--- src/rtl/core/prt_pkg.sv ---
package prt_pkg;

   localparam int DATA_W  = 32;
   localparam int INDEX_W = 19;
   localparam int PROD_W  = 2 * DATA_W;
   // Wide signed intermediate that is saturated back to DATA_W.
   localparam int WIDE_W  = 52;
   // Bits of the dividend magnitude |inc * n|, which stays below 2^50.
   localparam int DIV_W   = 51;
   localparam int CNT_W   = $clog2(DIV_W);

   localparam logic [INDEX_W-1:0] ONE_Q16 = INDEX_W'(65536);

   localparam int PROG_LEN = 11;
   localparam int STEP_W   = $clog2(PROG_LEN);

   typedef logic [STEP_W-1:0] step_addr_type;

   localparam step_addr_type STEP_IDLE   = STEP_W'(0);
   localparam step_addr_type STEP_MUL_YC = STEP_W'(1);
   localparam step_addr_type STEP_INC    = STEP_W'(2);
   localparam step_addr_type STEP_MUL_IN = STEP_W'(3);
   localparam step_addr_type STEP_DIVINI = STEP_W'(4);
   localparam step_addr_type STEP_DIVSTP = STEP_W'(5);
   localparam step_addr_type STEP_QUOT   = STEP_W'(6);
   localparam step_addr_type STEP_SLOPE  = STEP_W'(7);
   localparam step_addr_type STEP_MUL_DU = STEP_W'(8);
   localparam step_addr_type STEP_FINISH = STEP_W'(9);
   localparam step_addr_type STEP_PASS   = STEP_W'(10);

   typedef enum logic [3:0] {
      OP_NOP,
      OP_LOAD,
      OP_MUL_YC,
      OP_INC,
      OP_MUL_IN,
      OP_DIV_INIT,
      OP_DIV_STEP,
      OP_QUOT,
      OP_SLOPE,
      OP_PASS,
      OP_MUL_DU,
      OP_FINISH
   } op_type;

   typedef enum logic [2:0] {
      CND_NEXT,
      CND_JUMP,
      CND_OBJ,
      CND_LOOP,
      CND_REQ,
      CND_OUT
   } cond_type;

   typedef struct packed {
      op_type        op;
      cond_type      cond;
      step_addr_type target;
   } ctrl_word_type;

   typedef struct packed {
      logic              clip;
      logic [DATA_W-1:0] val;
   } sat_type;

   // Control store of the sequencer.
   function automatic ctrl_word_type ucode(input step_addr_type addr);
      ctrl_word_type w;
      case (addr)
         STEP_IDLE:   w = '{OP_LOAD,      CND_REQ,  STEP_IDLE};
         STEP_MUL_YC: w = '{OP_MUL_YC,    CND_NEXT, STEP_IDLE};
         STEP_INC:    w = '{OP_INC,       CND_OBJ,  STEP_PASS};
         STEP_MUL_IN: w = '{OP_MUL_IN,    CND_NEXT, STEP_IDLE};
         STEP_DIVINI: w = '{OP_DIV_INIT,  CND_NEXT, STEP_IDLE};
         STEP_DIVSTP: w = '{OP_DIV_STEP,  CND_LOOP, STEP_IDLE};
         STEP_QUOT:   w = '{OP_QUOT,      CND_NEXT, STEP_IDLE};
         STEP_SLOPE:  w = '{OP_SLOPE,     CND_NEXT, STEP_IDLE};
         STEP_MUL_DU: w = '{OP_MUL_DU,    CND_NEXT, STEP_IDLE};
         STEP_FINISH: w = '{OP_FINISH,    CND_OUT,  STEP_IDLE};
         STEP_PASS:   w = '{OP_PASS,      CND_JUMP, STEP_MUL_DU};
         default:     w = '{OP_NOP,       CND_JUMP, STEP_IDLE};
      endcase
      return w;
   endfunction

   // Clip a wide signed value to the 32-bit range.
   function automatic sat_type sat32(input logic [WIDE_W-1:0] v);
      sat_type r;
      if (v[WIDE_W-1:DATA_W-1] == '0 || v[WIDE_W-1:DATA_W-1] == '1) begin
         r.clip = 1'b0;
         r.val  = v[DATA_W-1:0];
      end else begin
         r.clip = 1'b1;
         r.val  = v[WIDE_W-1] ? {1'b1, {(DATA_W-1){1'b0}}} : {1'b0, {(DATA_W-1){1'b1}}};
      end
      return r;
   endfunction

endpackage

--- src/rtl/core/paraxial_ray_trace_unit.sv ---
// Paraxial y-n-u trace, one surface per word, run by a microcoded sequencer.
// A refracting surface runs the 51-step restoring divider for i*n/n'; an object surface
// skips it and passes its slope through. A new word is accepted only in the idle step, after
// the finish step has written the previous result; that step waits while a result is unread.
// Reset (synchronous, active high) clears the ray to height 0, slope 0, index 1.0 and
// returns the sequencer to its idle step; a waiting result is dropped.
module paraxial_ray_trace_unit (
   input  logic                                 clock,
   input  logic                                 reset,
   input  logic                                 req_valid,
   output logic                                 req_ready,
   input  logic                                 req_object_surface,
   input  logic signed [prt_pkg::DATA_W-1:0]    req_start_height,
   input  logic signed [prt_pkg::DATA_W-1:0]    req_start_slope,
   input  logic signed [prt_pkg::DATA_W-1:0]    req_curvature,
   input  logic signed [prt_pkg::DATA_W-1:0]    req_gap_thickness,
   input  logic        [prt_pkg::INDEX_W-1:0]   req_index_after,
   output logic                                 rsp_valid,
   input  logic                                 rsp_ready,
   output logic signed [prt_pkg::DATA_W-1:0]    rsp_ray_height,
   output logic signed [prt_pkg::DATA_W-1:0]    rsp_slope_after,
   output logic signed [prt_pkg::DATA_W-1:0]    rsp_incidence,
   output logic        [prt_pkg::INDEX_W-1:0]   rsp_index_out,
   output logic                                 rsp_saturated
);

   localparam int DW = prt_pkg::DATA_W;
   localparam int IW = prt_pkg::INDEX_W;
   localparam int PW = prt_pkg::PROD_W;
   localparam int VW = prt_pkg::WIDE_W;
   localparam int QW = prt_pkg::DIV_W;
   localparam int CW = prt_pkg::CNT_W;

   // Sequencer
   prt_pkg::step_addr_type pc_ff, pc_in;
   prt_pkg::ctrl_word_type cw;
   logic                   go;

   // Ray state
   logic [DW-1:0] height_ff, height_in;
   logic [DW-1:0] slope_ff, slope_in;
   logic [IW-1:0] nb_ff, nb_in;

   // Working registers
   logic [DW-1:0] y_ff, y_in, u_ff, u_in, c_ff, c_in, d_ff, d_in;
   logic [IW-1:0] np_ff, np_in;
   logic          obj_ff, obj_in;
   logic [PW-1:0] prod_ff, prod_in, yc_ff, yc_in;
   logic [DW-1:0] inc_ff, inc_in, q_ff, q_in, up_ff, up_in;
   logic          sat_ff, sat_in;

   // Divider
   logic [IW-1:0] rem_ff, rem_in;
   logic [QW-1:0] quo_ff, quo_in;
   logic          neg_ff, neg_in;
   logic [CW-1:0] cnt_ff, cnt_in;

   // Result register
   logic          rsp_valid_ff, rsp_valid_in;
   logic [DW-1:0] o_y_ff, o_y_in, o_up_ff, o_up_in, o_inc_ff, o_inc_in;
   logic [IW-1:0] o_np_ff, o_np_in;
   logic          o_sat_ff, o_sat_in;

   // Datapath arithmetic
   logic signed [DW-1:0] mul_a, mul_b;
   logic signed [PW-1:0] mul_p;
   logic [PW:0]          inc_sum, up_diff;
   logic [PW-1:0]        prod_abs;
   logic [VW-1:0]        quot_signed;
   logic [DW+16:0]       h_sum;
   logic [IW:0]          rem_sh;
   logic [IW+1:0]        trial;
   logic                 ge;
   prt_pkg::sat_type     s_inc, s_quot, s_up, s_h;
   logic                 accept;

   assign cw     = prt_pkg::ucode(pc_ff);
   assign accept = req_valid && req_ready;

   always_comb begin
      case (cw.cond)
         prt_pkg::CND_REQ: go = req_valid;
         prt_pkg::CND_OUT: go = !rsp_valid_ff || rsp_ready;
         default:          go = 1'b1;
      endcase
   end

   // Next step
   always_comb begin
      case (cw.cond)
         prt_pkg::CND_NEXT: pc_in = pc_ff + 1'b1;
         prt_pkg::CND_JUMP: pc_in = cw.target;
         prt_pkg::CND_OBJ:  pc_in = obj_ff ? cw.target : pc_ff + 1'b1;
         prt_pkg::CND_LOOP: pc_in = (cnt_ff != '0) ? pc_ff : pc_ff + 1'b1;
         prt_pkg::CND_REQ:  pc_in = go ? pc_ff + 1'b1 : pc_ff;
         prt_pkg::CND_OUT:  pc_in = go ? cw.target : pc_ff;
         default:           pc_in = prt_pkg::STEP_IDLE;
      endcase
   end

   // One shared signed multiplier; its product is always registered.
   always_comb begin
      case (cw.op)
         prt_pkg::OP_MUL_IN: begin
            mul_a = inc_ff;
            mul_b = $signed({{(DW-IW){1'b0}}, nb_ff});
         end
         prt_pkg::OP_MUL_DU: begin
            mul_a = d_ff;
            mul_b = up_ff;
         end
         default: begin
            mul_a = y_ff;
            mul_b = c_ff;
         end
      endcase
   end
   assign mul_p = mul_a * mul_b;

   assign inc_sum  = {{17{u_ff[DW-1]}}, u_ff, 16'b0} + {prod_ff[PW-1], prod_ff};
   assign s_inc    = prt_pkg::sat32({{3{inc_sum[PW]}}, inc_sum[PW:16]});
   assign prod_abs = prod_ff[PW-1] ? (PW'(0) - prod_ff) : prod_ff;

   assign rem_sh = {rem_ff, quo_ff[QW-1]};
   assign trial  = {1'b0, rem_sh} - {2'b0, np_ff};
   assign ge     = !trial[IW+1];

   assign quot_signed = neg_ff ? (VW'(0) - {1'b0, quo_ff}) : {1'b0, quo_ff};
   assign s_quot      = prt_pkg::sat32(quot_signed);

   assign up_diff = {{17{q_ff[DW-1]}}, q_ff, 16'b0} - {yc_ff[PW-1], yc_ff};
   assign s_up    = prt_pkg::sat32({{3{up_diff[PW]}}, up_diff[PW:16]});

   assign h_sum = {{17{y_ff[DW-1]}}, y_ff} + {prod_ff[PW-1], prod_ff[PW-1:16]};
   assign s_h   = prt_pkg::sat32({{(VW-DW-17){h_sum[DW+16]}}, h_sum});

   // Control word decode into register updates
   always_comb begin
      height_in = height_ff;
      slope_in  = slope_ff;
      nb_in     = nb_ff;
      y_in      = y_ff;
      u_in      = u_ff;
      c_in      = c_ff;
      d_in      = d_ff;
      np_in     = np_ff;
      obj_in    = obj_ff;
      prod_in   = prod_ff;
      yc_in     = yc_ff;
      inc_in    = inc_ff;
      q_in      = q_ff;
      up_in     = up_ff;
      sat_in    = sat_ff;
      rem_in    = rem_ff;
      quo_in    = quo_ff;
      neg_in    = neg_ff;
      cnt_in    = cnt_ff;
      o_y_in    = o_y_ff;
      o_up_in   = o_up_ff;
      o_inc_in  = o_inc_ff;
      o_np_in   = o_np_ff;
      o_sat_in  = o_sat_ff;
      rsp_valid_in = rsp_valid_ff && !rsp_ready;
      case (cw.op)
         prt_pkg::OP_LOAD: begin
            if (go) begin
               obj_in = req_object_surface;
               y_in   = req_object_surface ? req_start_height : height_ff;
               u_in   = req_object_surface ? req_start_slope : slope_ff;
               c_in   = req_curvature;
               d_in   = req_gap_thickness;
               // A zero index is taken as 1.0.
               np_in  = (req_index_after == '0) ? prt_pkg::ONE_Q16 : req_index_after;
               sat_in = 1'b0;
            end
         end
         prt_pkg::OP_MUL_YC, prt_pkg::OP_MUL_IN, prt_pkg::OP_MUL_DU: begin
            prod_in = mul_p;
         end
         prt_pkg::OP_INC: begin
            yc_in  = prod_ff;
            inc_in = s_inc.val;
            sat_in = sat_ff | s_inc.clip;
         end
         prt_pkg::OP_DIV_INIT: begin
            neg_in = prod_ff[PW-1];
            quo_in = prod_abs[QW-1:0];
            rem_in = '0;
            cnt_in = CW'(QW - 1);
         end
         prt_pkg::OP_DIV_STEP: begin
            rem_in = ge ? trial[IW-1:0] : rem_sh[IW-1:0];
            quo_in = {quo_ff[QW-2:0], ge};
            cnt_in = cnt_ff - 1'b1;
         end
         prt_pkg::OP_QUOT: begin
            q_in   = s_quot.val;
            sat_in = sat_ff | s_quot.clip;
         end
         prt_pkg::OP_SLOPE: begin
            up_in  = s_up.val;
            sat_in = sat_ff | s_up.clip;
         end
         prt_pkg::OP_PASS: begin
            up_in = u_ff;
         end
         prt_pkg::OP_FINISH: begin
            if (go) begin
               height_in    = s_h.val;
               slope_in     = up_ff;
               nb_in        = np_ff;
               o_y_in       = y_ff;
               o_up_in      = up_ff;
               o_inc_in     = inc_ff;
               o_np_in      = np_ff;
               o_sat_in     = sat_ff | s_h.clip;
               rsp_valid_in = 1'b1;
            end
         end
         default: begin
         end
      endcase
   end

   always_ff @(posedge clock) begin
      if (reset) begin
         pc_ff        <= prt_pkg::STEP_IDLE;
         height_ff    <= '0;
         slope_ff     <= '0;
         nb_ff        <= prt_pkg::ONE_Q16;
         rsp_valid_ff <= 1'b0;
         cnt_ff       <= '0;
      end else begin
         pc_ff        <= pc_in;
         height_ff    <= height_in;
         slope_ff     <= slope_in;
         nb_ff        <= nb_in;
         rsp_valid_ff <= rsp_valid_in;
         cnt_ff       <= cnt_in;
      end
   end

   always_ff @(posedge clock) begin
      y_ff     <= y_in;
      u_ff     <= u_in;
      c_ff     <= c_in;
      d_ff     <= d_in;
      np_ff    <= np_in;
      obj_ff   <= obj_in;
      prod_ff  <= prod_in;
      yc_ff    <= yc_in;
      inc_ff   <= inc_in;
      q_ff     <= q_in;
      up_ff    <= up_in;
      sat_ff   <= sat_in;
      rem_ff   <= rem_in;
      quo_ff   <= quo_in;
      neg_ff   <= neg_in;
      o_y_ff   <= o_y_in;
      o_up_ff  <= o_up_in;
      o_inc_ff <= o_inc_in;
      o_np_ff  <= o_np_in;
      o_sat_ff <= o_sat_in;
   end

   assign req_ready       = (pc_ff == prt_pkg::STEP_IDLE);
   assign rsp_valid       = rsp_valid_ff;
   assign rsp_ray_height  = o_y_ff;
   assign rsp_slope_after = o_up_ff;
   assign rsp_incidence   = o_inc_ff;
   assign rsp_index_out   = o_np_ff;
   assign rsp_saturated   = o_sat_ff;

   a_pc_in_program: assert property (@(posedge clock) disable iff (reset)
      pc_ff < prt_pkg::step_addr_type'(prt_pkg::PROG_LEN))
      else $error("sequencer left the control store");

   a_accept_starts: assert property (@(posedge clock) disable iff (reset)
      accept |=> pc_ff == prt_pkg::STEP_MUL_YC)
      else $error("accepted word did not start the program");

   a_rem_below_divisor: assert property (@(posedge clock) disable iff (reset)
      (pc_ff == prt_pkg::STEP_DIVSTP) |-> rem_ff < np_ff)
      else $error("divider remainder not below divisor");

   a_index_nonzero: assert property (@(posedge clock) disable iff (reset)
      nb_ff != '0)
      else $error("held index is zero");

   a_result_from_finish: assert property (@(posedge clock) disable iff (reset)
      $rose(rsp_valid_ff) |-> $past(pc_ff) == prt_pkg::STEP_FINISH)
      else $error("result word appeared outside the finish step");

endmodule
--- config.mk ---
export PLATFORM = sky130hd
export DESIGN_NAME = paraxial_ray_trace_unit
export DESIGN_NICKNAME = d
export VERILOG_FILES = /design/src/rtl/core/prt_pkg.sv /design/src/rtl/core/paraxial_ray_trace_unit.sv
export SDC_FILE = /design/constraint.sdc
export NUM_CORES = 2
export LEC_CHECK = 0
export BUFFER_PORTS_ARGS = -buffer_cell sky130_fd_sc_hd__buf_2
export CELL_PAD_IN_SITES_DETAIL_PLACEMENT = 1
export CELL_PAD_IN_SITES_GLOBAL_PLACEMENT = 1
export CORE_ASPECT_RATIO = 0.8
export CORE_UTILIZATION = 30
export CTS_BUF_LIST = sky130_fd_sc_hd__clkbuf_4
export DETAILED_ROUTE_END_ITERATION = 7
export GPL_TIMING_DRIVEN = 0
export PLACE_DENSITY = 0.55
export SYNTH_ARGS = -nofsm -noshare
export SYNTH_HDL_FRONTEND = slang
export SYNTH_SLANG_ARGS = --single-unit
--- constraint.sdc ---
create_clock -name clock -period 19.7 [get_ports clock]
set_input_delay 4.925 -clock clock [delete_from_list [all_inputs] [get_ports clock]]
set_output_delay 4.925 -clock clock [all_outputs]
set_load 0.05 [all_outputs]
==> out/results.txt <==
The critical path contains buffers and inverters numbering 7 combined. The met2 layer usage reported by global route was 0.399. The post-route worst setup slack is 3.62 ns, and the cell row count is 159. The register clock-pin slew on the reported worst setup and hold paths was 0.07 ns. The largest registers in the layout are prod_ff (64), yc_ff (64), quo_ff (51). Data arrives at the worst endpoint at 17.00 ns.

The tools report the number of gates resized after cts as 0. Setup repair after global routing left no endpoint under its margin. The number of enable-type register cells in the synthesized netlist is 560. The met1 demand-to-capacity share in global routing was 0.411. Layer carrying the most global-route usage: met1. The run gives 1 as the count of maximum capacitance violations. Pin slew with the least headroom to its limit: 1.58 ns. Summing all non-filler instances in the final layout gives an area of 79900 um^2.

Among the stages of the critical path, the cell type that occurs most often is fa_1. The via count of the first global-routing pass is 60996. The floorplan step defined a die boundary enclosing 240000 um^2.

The run finished, with violations left. The path with the worst hold slack has its endpoint at rsp_incidence[13]$_DFFE_PP_. CTS placed an instance of clkbuf_4 at the clock tree root. The minimum clock period came out at 16.08 ns. The critical path class was flip-flop to flip-flop. Clock tree synthesis inserted a total of 192 buffers.

The per-cell via count in the routed design was 5.32. The initial antenna violation count is 48. The tools report the sequential-to-total area share from yosys stat as 0.264.

The final route contains 59352 vias. The run gives 0 as the quantity of hold-fixing buffers added after cts. The width of the chip is 547 um, and the minimum setup slack among reg-to-reg paths is 3.62 ns. TritonCTS built the clock tree. Endpoint class of the critical path: a flip-flop. The wire-length estimate of the detail-placed layout is 280 mm.

The run gives 0 as the post-CTS repair timing setup buffer count. The final hold violation count was 0. STA puts the critical path data required time at 20.63 ns. The overall fraction of global-route tracks in use is 0.279, and the proportion of layout cells with a drive suffix above 1 is 0.0945. The most repeated cell in the gate-level netlist after synthesis is inv_1. For this run, the top clock speed supported by timing is 0.0622 GHz. Wire length of the first global-routing pass: 470 mm. The number of nets in the synthesized netlist is 8959. The final reports fail on capacitance limit, slew limit.

The area growth from synthesis to layout is 11.9%. In the synthesized netlist, the number of instances is 7364. In the final routed layout, each cell accounts on average for 30.2 um. Portion of synthesized cell area occupied by the leading cell type: 0.304.

The logs give 0 for the residual antenna-violating net count after detailed routing and -0.0555 for the headroom to the max-slew limit. OpenSTA, run right after detailed placement, puts the worst setup slack at 4.18 ns. The synthesized design contains 663 register bits. The critical path launch point type was a flip-flop.

The final max-slew violation count was 17. The die is 438 um tall. On the worst path, the slowest cell contributes a delay of 1.10 ns.

For the worst flop-to-flop path, the logic depth is 35. The share of flip-flops with an asynchronous set or reset after synthesis works out to 0. The total area inside the core boundary comes to 236000 um^2. The first detailed-routing pass took 6 iterations.

For the area of placed instances, the log shows 77400 um^2. fa_1 takes more of the synthesized area than any other cell. Setup violations remaining at the end of the flow were counted as 0. The met3 demand-to-capacity share in global routing was 0.0584. The worst hold path depth is 0, and the clock sink total is 663. The commonest cells after synthesis are 1094 x inv_1, 1085 x fa_1, 925 x nand2_1, 784 x nor2_1, 560 x edfxtp_1. The slowest cell on the critical path is clkbuf_1. The detailed-route DRC error count came out at 0. At the later pin of the worst-skew pair, clock insertion delay measures 1.23 ns.

Global routing finished with a remaining overflow of 0. In this run the count of I/O pins placed on the die edge is 270. In this run, distinct cell masters in the synthesized netlist total 94.

The congestion estimate from routability-driven global placement came to 0.989. The kind of path behind the tightest hold check was flip-flop to flip-flop. Portion of the clock cycle consumed by the worst path in the final layout: 0.816. The DRC marker count from the first detailed-route iteration is 5957. Across all hold checks on the routed design, the worst slack comes to 0.395 ns. The total routed wirelength was 337 mm; the worst-case clock skew was 0.138 ns. Count of yosys warnings during synthesis: 0.

For this run, the post-layout net count is 9467. The number of buffers on the longest clock path was 4. The level count of the clock H-tree is 4, and the cell area after technology mapping is 71400 um^2.

Capture instance of the worst register-to-register path: prod_ff[60]$_DFFE_PP_. Of all nets on the critical path, the largest fanout is 10. Count of input and output buffers: 268. The largest net degree at the start of global routing was 55. Sorting the synthesized cells by area gives the leading types as fa_1 30%, edfxtp_1 24%, ha_1 6.3%, inv_1 5.8%, nand2_1 4.9%. The most used flip-flop cell after synthesis is edfxtp_1. The startpoint identified for the worst register-to-register timing path is cw[10]$_DFF_P_. The share of the core filled with cells in the final layout came out at 0.339.

Dividing the synthesized area by the synthesized cell count gives 9.70 um^2. Among cell families on the critical path, the largest total delay comes from adder cells. The worst min-delay path startpoint was inc_ff[13]$_DFFE_PN_. For the initial core utilization, the log shows 0.303.
layout by cell type, fill, tap and decap left out, types with 31 or more instances in the layout:
cell type	count
a211oi_1	34
a21o_1	128
a21oi_1	331
a22oi_1	57
and2_1	55
and3_1	31
buf_2	273
clkbuf_1	352
clkbuf_4	276
clkinv_1	38
dfxtp_1	103
edfxtp_1	560
fa_1	1084
ha_1	358
inv_1	1094
mux2_2	67
nand2_1	925
nand2b_1	51
nand3_1	65
nand4_1	57
nor2_1	780
nor2b_1	34
nor3_1	65
o21a_1	44
o21ai_0	267
o21bai_1	36
o31ai_1	38
or3_1	32
xnor2_1	141
xor2_1	152
through the flow:
stage | setup TNS, ns | instances
final | 0 | 11165
after global routing | 0 | 11152
after CTS | 0 | 11146
after detailed placement | 0 | 10816
after global placement | -240.15 | 10771
after floorplan | 0 | 7364
worst max path at each step:
| stage | to | startpoint | cells after the start |
|---|---|---|---|
| after floorplan | c_ff[0]$_DFFE_PP_ | rsp_ready | 3 |
| after global placement | c_ff[3]$_DFFE_PP_ | rsp_ready | 4 |
| after detailed placement | prod_ff[60]$_DFFE_PP_ | cw[10]$_DFF_P_ | 37 |
| after CTS | prod_ff[60]$_DFFE_PP_ | cw[10]$_DFF_P_ | 37 |
| after global routing | prod_ff[60]$_DFFE_PP_ | cw[10]$_DFF_P_ | 39 |
| final | prod_ff[60]$_DFFE_PP_ | cw[10]$_DFF_P_ | 35 |
layer usage:
metal  wire [um]  part of all wire
met1      155000              0.46
met5          13          0.000039
met3       30300             0.090
met4       13900             0.041
met2      138000              0.41
final cells by class:
class | instances | area, um^2
Antenna cell | 18 | 45.0
Clock inverter | 55 | 355
Multi-Input combinational cell | 5227 | 47000
Tap cell | 3139 | 3930
Buffer | 378 | 1460
Inverter | 1096 | 4110
Timing Repair Buffer | 314 | 2000
Fill cell | 27258 | 156000
Sequential cell | 663 | 18900
Clock buffer | 275 | 2060
kinds of logic after synthesis:
family | after synthesis | synth area share
compound gates | 1165 | 0.105
xor+xnor | 293 | 0.0359
fa+ha+maj | 1443 | 0.367
buf+inv | 1474 | 0.0779
flops | 663 | 0.264
mux | 96 | 0.0147
simple gates | 2230 | 0.135
Power is left out: the tool's default activity adds up to more than one toggle a clock period on the data nets, which glitch-free logic cannot reach.
